`src/hdl/tod_pkg.sv`:
```
// Shared types, widths and codes for the tilt orientation detector.
package tod_pkg;

    // Default widths of the sample and holdoff datapaths
    localparam int SAMPLE_WIDTH_DEF = 16;
    localparam int HOLD_WIDTH_DEF   = 16;

    // Configuration register widths
    localparam int THR_WIDTH       = 15;
    localparam int RATIO_WIDTH     = 12;
    localparam int RATIO_FRAC_BITS = 8;
    localparam int TICKS_WIDTH     = 16;
    localparam int CFG_DATA_WIDTH  = 16;
    localparam int CFG_ADDR_WIDTH  = 2;

    // Configuration reset values
    localparam logic [THR_WIDTH-1:0]   X_THRESHOLD_RST   = 15'd7864;
    localparam logic [THR_WIDTH-1:0]   Y_THRESHOLD_RST   = 15'd7864;
    localparam logic [RATIO_WIDTH-1:0] RATIO_Q8_RST      = 12'd512;
    localparam logic [TICKS_WIDTH-1:0] HOLDOFF_TICKS_RST = 16'd1000;

    // Register indexes
    localparam logic [CFG_ADDR_WIDTH-1:0] CFG_X_THRESHOLD   = 2'd0;
    localparam logic [CFG_ADDR_WIDTH-1:0] CFG_Y_THRESHOLD   = 2'd1;
    localparam logic [CFG_ADDR_WIDTH-1:0] CFG_RATIO_Q8      = 2'd2;
    localparam logic [CFG_ADDR_WIDTH-1:0] CFG_HOLDOFF_TICKS = 2'd3;

    // Item commands
    localparam logic CMD_SAMPLE = 1'b0;
    localparam logic CMD_TICK   = 1'b1;

    // Screen orientation codes
    typedef enum logic [1:0] {
        ORI_0   = 2'd0,
        ORI_90  = 2'd1,
        ORI_180 = 2'd2,
        ORI_270 = 2'd3
    } ori_t;

    // Outcome of the axis classification of one sample
    typedef struct packed {
        logic decided;
        ori_t pick;
    } decision_t;

endpackage

```
`src/hdl/tilt_orientation_detector.sv`:
```
// An input transfer passes through the input register into the result register.
// Throughput: one item per cycle unless the result side stalls; one multiply-compare between.
// The input stage refills while a finished result waits to be taken.
// Reset (aresetn low, synchronous): orientation upright, holdoff idle, both stages
// empty, configuration registers back to their defaults.
module tilt_orientation_detector import tod_pkg::*; #(
    parameter int SAMPLE_WIDTH = SAMPLE_WIDTH_DEF,
    parameter int HOLD_WIDTH   = HOLD_WIDTH_DEF
) (
    input  logic                           aclk,
    input  logic                           aresetn,
    input  logic                           cfg_wr_en,
    input  logic [CFG_ADDR_WIDTH-1:0]      cfg_addr,
    input  logic [CFG_DATA_WIDTH-1:0]      cfg_wdata,
    input  logic                           s_valid,
    output logic                           s_ready,
    input  logic                           s_command,
    input  logic signed [SAMPLE_WIDTH-1:0] s_x_sample,
    input  logic signed [SAMPLE_WIDTH-1:0] s_y_sample,
    output logic                           m_valid,
    input  logic                           m_ready,
    output logic [1:0]                     m_orientation,
    output logic                           m_changed,
    output logic                           m_held_off
);

    logic [THR_WIDTH-1:0]   x_threshold_reg;
    logic [THR_WIDTH-1:0]   y_threshold_reg;
    logic [RATIO_WIDTH-1:0] ratio_q8_reg;
    logic [TICKS_WIDTH-1:0] holdoff_ticks_reg;

    logic                           advance;
    logic                           item_valid;
    logic                           item_command;
    logic signed [SAMPLE_WIDTH-1:0] item_x;
    logic signed [SAMPLE_WIDTH-1:0] item_y;
    decision_t                      decision;

    // Configuration registers
    always_ff @(posedge aclk) begin
        if (!aresetn) begin
            x_threshold_reg   <= X_THRESHOLD_RST;
            y_threshold_reg   <= Y_THRESHOLD_RST;
            ratio_q8_reg      <= RATIO_Q8_RST;
            holdoff_ticks_reg <= HOLDOFF_TICKS_RST;
        end else if (cfg_wr_en) begin
            case (cfg_addr)
                CFG_X_THRESHOLD:   x_threshold_reg   <= cfg_wdata[THR_WIDTH-1:0];
                CFG_Y_THRESHOLD:   y_threshold_reg   <= cfg_wdata[THR_WIDTH-1:0];
                CFG_RATIO_Q8:      ratio_q8_reg      <= cfg_wdata[RATIO_WIDTH-1:0];
                CFG_HOLDOFF_TICKS: holdoff_ticks_reg <= cfg_wdata[TICKS_WIDTH-1:0];
                default: begin
                end
            endcase
        end
    end

    // Input register
    tod_in_stage #(
        .SAMPLE_WIDTH (SAMPLE_WIDTH)
    ) u_in_stage (
        .aclk         (aclk),
        .aresetn      (aresetn),
        .s_valid      (s_valid),
        .s_ready      (s_ready),
        .s_command    (s_command),
        .s_x_sample   (s_x_sample),
        .s_y_sample   (s_y_sample),
        .advance      (advance),
        .item_valid   (item_valid),
        .item_command (item_command),
        .item_x       (item_x),
        .item_y       (item_y)
    );

    // Candidate orientation from the held sample
    tod_classify #(
        .SAMPLE_WIDTH (SAMPLE_WIDTH)
    ) u_classify (
        .x           (item_x),
        .y           (item_y),
        .x_threshold (x_threshold_reg),
        .y_threshold (y_threshold_reg),
        .ratio_q8    (ratio_q8_reg),
        .decision    (decision)
    );

    // State update and result register
    tod_core #(
        .HOLD_WIDTH (HOLD_WIDTH)
    ) u_core (
        .aclk          (aclk),
        .aresetn       (aresetn),
        .item_valid    (item_valid),
        .item_command  (item_command),
        .decision      (decision),
        .holdoff_ticks (holdoff_ticks_reg),
        .advance       (advance),
        .m_valid       (m_valid),
        .m_ready       (m_ready),
        .m_orientation (m_orientation),
        .m_changed     (m_changed),
        .m_held_off    (m_held_off)
    );

endmodule

```
`src/hdl/tod_in_stage.sv`:
```
// Input register stage: holds one accepted item until the core takes it.
module tod_in_stage import tod_pkg::*; #(
    parameter int SAMPLE_WIDTH = SAMPLE_WIDTH_DEF
) (
    input  logic                           aclk,
    input  logic                           aresetn,
    input  logic                           s_valid,
    output logic                           s_ready,
    input  logic                           s_command,
    input  logic signed [SAMPLE_WIDTH-1:0] s_x_sample,
    input  logic signed [SAMPLE_WIDTH-1:0] s_y_sample,
    input  logic                           advance,
    output logic                           item_valid,
    output logic                           item_command,
    output logic signed [SAMPLE_WIDTH-1:0] item_x,
    output logic signed [SAMPLE_WIDTH-1:0] item_y
);

    logic                           valid_reg;
    logic                           command_reg;
    logic signed [SAMPLE_WIDTH-1:0] x_reg;
    logic signed [SAMPLE_WIDTH-1:0] y_reg;
    logic                           load;

    // Free when empty or when the held item moves on this cycle
    assign s_ready = !valid_reg || advance;
    assign load    = s_valid && s_ready;

    always_ff @(posedge aclk) begin
        if (!aresetn) begin
            valid_reg <= 1'b0;
        end else if (load) begin
            valid_reg <= 1'b1;
        end else if (advance) begin
            valid_reg <= 1'b0;
        end
    end

    // Payload, no reset needed
    always_ff @(posedge aclk) begin
        if (load) begin
            command_reg <= s_command;
            x_reg       <= s_x_sample;
            y_reg       <= s_y_sample;
        end
    end

    assign item_valid   = valid_reg;
    assign item_command = command_reg;
    assign item_x       = x_reg;
    assign item_y       = y_reg;

endmodule

```
`src/hdl/tod_classify.sv`:
```
// Axis dominance and threshold tests that pick a candidate orientation.
module tod_classify import tod_pkg::*; #(
    parameter int SAMPLE_WIDTH = SAMPLE_WIDTH_DEF
) (
    input  logic signed [SAMPLE_WIDTH-1:0] x,
    input  logic signed [SAMPLE_WIDTH-1:0] y,
    input  logic        [THR_WIDTH-1:0]    x_threshold,
    input  logic        [THR_WIDTH-1:0]    y_threshold,
    input  logic        [RATIO_WIDTH-1:0]  ratio_q8,
    output decision_t                      decision
);

    // Product width and a signed compare width that holds both samples and thresholds
    localparam int PW = SAMPLE_WIDTH + RATIO_WIDTH;
    localparam int CW = ((SAMPLE_WIDTH > THR_WIDTH) ? SAMPLE_WIDTH : THR_WIDTH) + 1;

    logic        [SAMPLE_WIDTH-1:0] mag_x;
    logic        [SAMPLE_WIDTH-1:0] mag_y;
    logic        [PW-1:0]           lhs;
    logic        [PW-1:0]           rhs;
    logic                           y_dominant;
    logic signed [CW-1:0]           x_ext;
    logic signed [CW-1:0]           y_ext;
    logic signed [CW-1:0]           xt_pos;
    logic signed [CW-1:0]           yt_pos;
    logic signed [CW-1:0]           xt_neg;
    logic signed [CW-1:0]           yt_neg;

    // Magnitudes; the most negative sample maps to 2^(N-1), still in N unsigned bits
    assign mag_x = x[SAMPLE_WIDTH-1] ? (~x + 1'b1) : x;
    assign mag_y = y[SAMPLE_WIDTH-1] ? (~y + 1'b1) : y;

    // |y| scaled by the Q8 point against ratio * |x|
    assign lhs = PW'({mag_y, {RATIO_FRAC_BITS{1'b0}}});
    assign rhs = PW'(ratio_q8) * PW'(mag_x);
    assign y_dominant = (lhs >= rhs);

    // Signed threshold windows
    assign x_ext  = {{(CW-SAMPLE_WIDTH){x[SAMPLE_WIDTH-1]}}, x};
    assign y_ext  = {{(CW-SAMPLE_WIDTH){y[SAMPLE_WIDTH-1]}}, y};
    assign xt_pos = signed'({{(CW-THR_WIDTH){1'b0}}, x_threshold});
    assign yt_pos = signed'({{(CW-THR_WIDTH){1'b0}}, y_threshold});
    assign xt_neg = -xt_pos;
    assign yt_neg = -yt_pos;

    always_comb begin
        decision.decided = 1'b0;
        decision.pick    = ORI_0;
        if (y_dominant) begin
            if (y_ext < yt_neg) begin
                decision.decided = 1'b1;
                decision.pick    = ORI_180;
            end else if (y_ext > yt_pos) begin
                decision.decided = 1'b1;
                decision.pick    = ORI_0;
            end
        end else begin
            if (x_ext < xt_neg) begin
                decision.decided = 1'b1;
                decision.pick    = ORI_90;
            end else if (x_ext > xt_pos) begin
                decision.decided = 1'b1;
                decision.pick    = ORI_270;
            end
        end
    end

endmodule

```
`src/hdl/tod_core.sv`:
```
// Orientation and holdoff state with the result register.
module tod_core import tod_pkg::*; #(
    parameter int HOLD_WIDTH = HOLD_WIDTH_DEF
) (
    input  logic                   aclk,
    input  logic                   aresetn,
    input  logic                   item_valid,
    input  logic                   item_command,
    input  decision_t              decision,
    input  logic [TICKS_WIDTH-1:0] holdoff_ticks,
    output logic                   advance,
    output logic                   m_valid,
    input  logic                   m_ready,
    output logic [1:0]             m_orientation,
    output logic                   m_changed,
    output logic                   m_held_off
);

    ori_t                  ori_reg;
    ori_t                  ori_next;
    logic [HOLD_WIDTH-1:0] hold_reg;
    logic [HOLD_WIDTH-1:0] hold_next;
    logic [HOLD_WIDTH-1:0] hold_load;
    logic                  changed;
    logic                  held;
    logic                  m_valid_reg;
    ori_t                  out_ori_reg;
    logic                  out_changed_reg;
    logic                  out_held_reg;

    // Item moves into the result register when that register is free or draining
    assign advance   = item_valid && (!m_valid_reg || m_ready);
    assign hold_load = HOLD_WIDTH'(holdoff_ticks);

    // Next state for the item at the head
    always_comb begin
        ori_next  = ori_reg;
        hold_next = hold_reg;
        changed   = 1'b0;
        held      = 1'b0;
        if (item_command == CMD_TICK) begin
            if (hold_reg != '0) begin
                hold_next = hold_reg - 1'b1;
            end
        end else if (hold_reg != '0) begin
            held = 1'b1;
        end else if (decision.decided && (decision.pick != ori_reg)) begin
            ori_next  = decision.pick;
            hold_next = hold_load;
            changed   = 1'b1;
        end
    end

    // State and result valid
    always_ff @(posedge aclk) begin
        if (!aresetn) begin
            ori_reg     <= ORI_0;
            hold_reg    <= '0;
            m_valid_reg <= 1'b0;
        end else if (advance) begin
            ori_reg     <= ori_next;
            hold_reg    <= hold_next;
            m_valid_reg <= 1'b1;
        end else if (m_ready) begin
            m_valid_reg <= 1'b0;
        end
    end

    // Result payload
    always_ff @(posedge aclk) begin
        if (advance) begin
            out_ori_reg     <= ori_next;
            out_changed_reg <= changed;
            out_held_reg    <= held;
        end
    end

    assign m_valid       = m_valid_reg;
    assign m_orientation = out_ori_reg;
    assign m_changed     = out_changed_reg;
    assign m_held_off    = out_held_reg;

endmodule

```
`config.mk`:
```
export PLATFORM = sky130hd
export DESIGN_NAME = tilt_orientation_detector
export DESIGN_NICKNAME = d
export VERILOG_FILES = /design/src/hdl/tod_pkg.sv /design/src/hdl/tilt_orientation_detector.sv /design/src/hdl/tod_in_stage.sv /design/src/hdl/tod_classify.sv /design/src/hdl/tod_core.sv
export SDC_FILE = /design/constraint.sdc
export NUM_CORES = 1
export LEC_CHECK = 0
export BUFFER_PORTS_ARGS = -buffer_cell sky130_fd_sc_hd__buf_2
export CAP_MARGIN = 30
export CORE_ASPECT_RATIO = 0.6
export CORE_UTILIZATION = 55
export CTS_BUF_LIST = sky130_fd_sc_hd__clkbuf_8
export DETAILED_ROUTE_END_ITERATION = 10
export HOLD_SLACK_MARGIN = 0.03
export PLACE_DENSITY_LB_ADDON = 0.25
export SETUP_SLACK_MARGIN = 0.15
export SLEW_MARGIN = 20
export SYNTH_ARGS = -nofsm -noshare
export SYNTH_HDL_FRONTEND = slang
export SYNTH_SLANG_ARGS = --single-unit
```
`constraint.sdc`:
```
create_clock -name aclk -period 10.3 [get_ports aclk]
set_input_delay 1.03 -clock aclk [delete_from_list [all_inputs] [get_ports aclk]]
set_output_delay 1.03 -clock aclk [all_outputs]
set_load 0.02 [all_outputs]
```
==> flow_summary.json <==
{
  "synthCells": 1621,
  "critPathCaptureType": "flip-flop",
  "htreeDepth": 4,
  "cts.hold.buffers_added": 0,
  "dr.first_iter.drc_count": 1082,
  "place_congestion": 0.928,
  "via_count": 11408,
  "grt_usage_pct": 30.4,
  "cp.arrival_ns": 9.83,
  "fmaxAchievable_mhz": 106,
  "ys_types": 69,
  "cts_root_buf": "clkbuf_8",
  "tns_ns": 0,
  "combPwrFrac_pct": 50.2,
  "drive_above_1_share_pct": 8.62,
  "hold_viol": 0,
  "dieHeight_um": 124,
  "seq_area_frac_synth_pct": 19.6,
  "first_pass_iters": 7,
  "finalCritPeriodShare_pct": 91.5,
  "clk_latency_ns": 0.47,
  "timing.slew.headroom_pct": 36.3,
  "portBuffers": 61,
  "leakagePower_nw": 6.77,
  "grt_pass1_vias": 10915,
  "power.share.clock_pct": 21.2,
  "cts_tree": "done",
  "postRouteAntennaNets": 0,
  "worst_slack_ns": 0.877,
  "yosys_warnings": 0,
  "async_flop_share_pct": 0,
  "cp_slowest_stage_delay_ns": 0.56,
  "synth-seq-cells": 115,
  "maxCapViolCount": 0,
  "core_area_um2": 24200,
  "crit_fanout": 11,
  "swShare_pct": 44.4,
  "final-setup-viol-count": 0,
  "design_power_total_mw": 2.09,
  "ys_dominant_reg_cell": "dfxtp_1",
  "tightest_slew_ns": 0.955,
  "syn_avg_cell_area_um2": 8.40,
  "final_common_cell": "nand2_1",
  "pre_cts_slack_ns": 0.415,
  "numCtsBuffers": 17,
  "drt_wl_total_um": 36800,
  "fin_crit_ns": 9.42,
  "cts_buffer_depth": 2,
  "die_area_um2": 25400,
  "netlist_area_um2": 13600,
  "synth_edf_count": 37,
  "status": "complete, no violations",
  "syn_nets": 1967,
  "hold_path.class": "reg2reg",
  "io-pin-count": 62,
  "grt_max_degree": 49,
  "viasPerCell": 5.73,
  "std_cell_rows": 44,
  "path_class": "reg2reg",
  "area_delta_synth_final_pct": 7.97,
  "peakVddDrop_v": 0.000107,
  "overflow": 0,
  "seqPwrFrac_pct": 28.6,
  "cpMostUsedCell": "fa_1",
  "final_net_count": 2003,
  "p_per_area_nw_per_um2": 142,
  "slowest_stage": "fa_1",
  "die_x_um": 205,
  "dpl.hpwl_um": 29000,
  "worstPathRequired_ns": 10.70,
  "rsz0062_at_grt": "no",
  "drc": 0,
  "skew_ns": 0.0219,
  "wl_per_cell_um": 18.5,
  "drv_slew": 0,
  "numClockSinks": 115,
  "grt_pass1_wl_um": 59100,
  "n_antenna_cell": 0,
  "critPathLaunchType": "flip-flop",
  "clk_pin_slew_ns": 0.08,
  "initial_core_util_pct": 56.2,
  "most-common-layout-cells": "nand2_1 (289), inv_1 (218), ha_1 (150)",
  "antenna_found_initial": 0,
  "p_int_mw": 1.16,
  "p_switching_mw": 0.928
}
==> metal layers <==
layer	up-vias	share of wire [%]	GRT usage, %
met5	-	0	0
met4	0	0.70	4.40
met3	25	10	10.0
met2	481	39	41.0
met1	5444	50	47.0
li1	5458	-	-
==> final cells by class <==
class                      count  area, um^2
clock inverter                15         168
sequential                   115        2670
tap                          322         403
clock buffer                  17         234
timing repair buffer          82         477
multi-input combinational   1225        9940
fill                        2125        9520
inverter                     216         811
==> cell usage after synthesis (4+ instances only) <==
cell         n  area [um^2]
edfxtp_1    37         1110
nor4_1      13         81.3
dfxtp_1     78         1560
or3_1        4         25.0
or2_2        4         25.0
a31oi_1      5         31.3
inv_1      216          811
nand2b_1     8         50.1
and3_1       4         25.0
mux2i_1      4         40.0
buf_1        4         15.0
a21o_1      12         90.1
o221a_2      5         56.3
o211ai_1    26          195
a21boi_0     5         37.5
xnor2_1     54          473
o22ai_1      6         37.5
nand2_1    290         1090
nand3_1     32          160
nor2b_1     13         81.3
o21ai_0     43          215
nor2_1      61          229
nor3_1      30          150
a21oi_1    105          526
o2111ai_1    5         43.8
a211oi_1     4         30.0
and2_1      88          551
clkbuf_1    59          221
ha_1       150         1880
o31ai_1     15          113
fa_1       140         2800
xor2_1      15          131
nand4_1     16          100
o21a_1       8         60.1
o21ai_1      5         25.0
==> metrics by stage <==
step                      cells  hold WS (ns)  util, %  area [um^2]
after detailed placement   1956         0.450     58.7        14200
after floorplan            1621         0.433        -        13600
final                      1992         0.465     60.7        14700
after CTS                  1988         0.461     60.3        14600
after global placement     1953         0.443     58.6        14200
after global routing       1992         0.500     60.7        14700
==> cell families after synthesis <==
logic type      synth area share [%]
simple gates                    20.2
mux                            0.377
buf+inv                         7.81
flops                           19.6
fa+ha+maj                       34.4
compound gates                  13.2
xor+xnor                        4.44
==> worst max-delay path, delay by kind of cell (launching register included) <==
family	cells	cell delay (ns)
flops	1	0.50
compound gates	15	3.34
xor+xnor	2	0.48
fa+ha+maj	7	3.28
buf+inv	5	0.54
simple gates	5	1.24
==> worst paths after layout <==
kind | from | endpoint | slack [ns] | cells past startpoint
worst min-delay path | y_threshold_reg[13] | y_threshold_reg[13] | 0.46 | 2
worst max register to register | u_in_stage.item_x[2] | u_core.hold_reg[10] | 0.88 | 34
worst min register to register | y_threshold_reg[13] | y_threshold_reg[13] | 0.46 | 2
worst max-delay path | u_in_stage.item_x[2] | u_core.hold_reg[10] | 0.88 | 34
==> power by group through the flow <==
stage          combinational (mW)  sequential, mW  clock (mW)
5_1_grt                      1.18           0.604       0.464
4_1_cts                      1.01           0.593       0.445
2_1_floorplan               0.752           0.576           0
6_report                     1.05           0.599       0.442
3_5_place_dp                 1.00           0.602           0
3_3_place_gp                0.980           0.602           0
==> repair_timing <==
action	4_1_cts	5_1_grt
setup endpoints to repair	0	19
setup buffers	0	2
gates resized for setup	0	7
No activity file was read; power rests on OpenSTA's default activity.
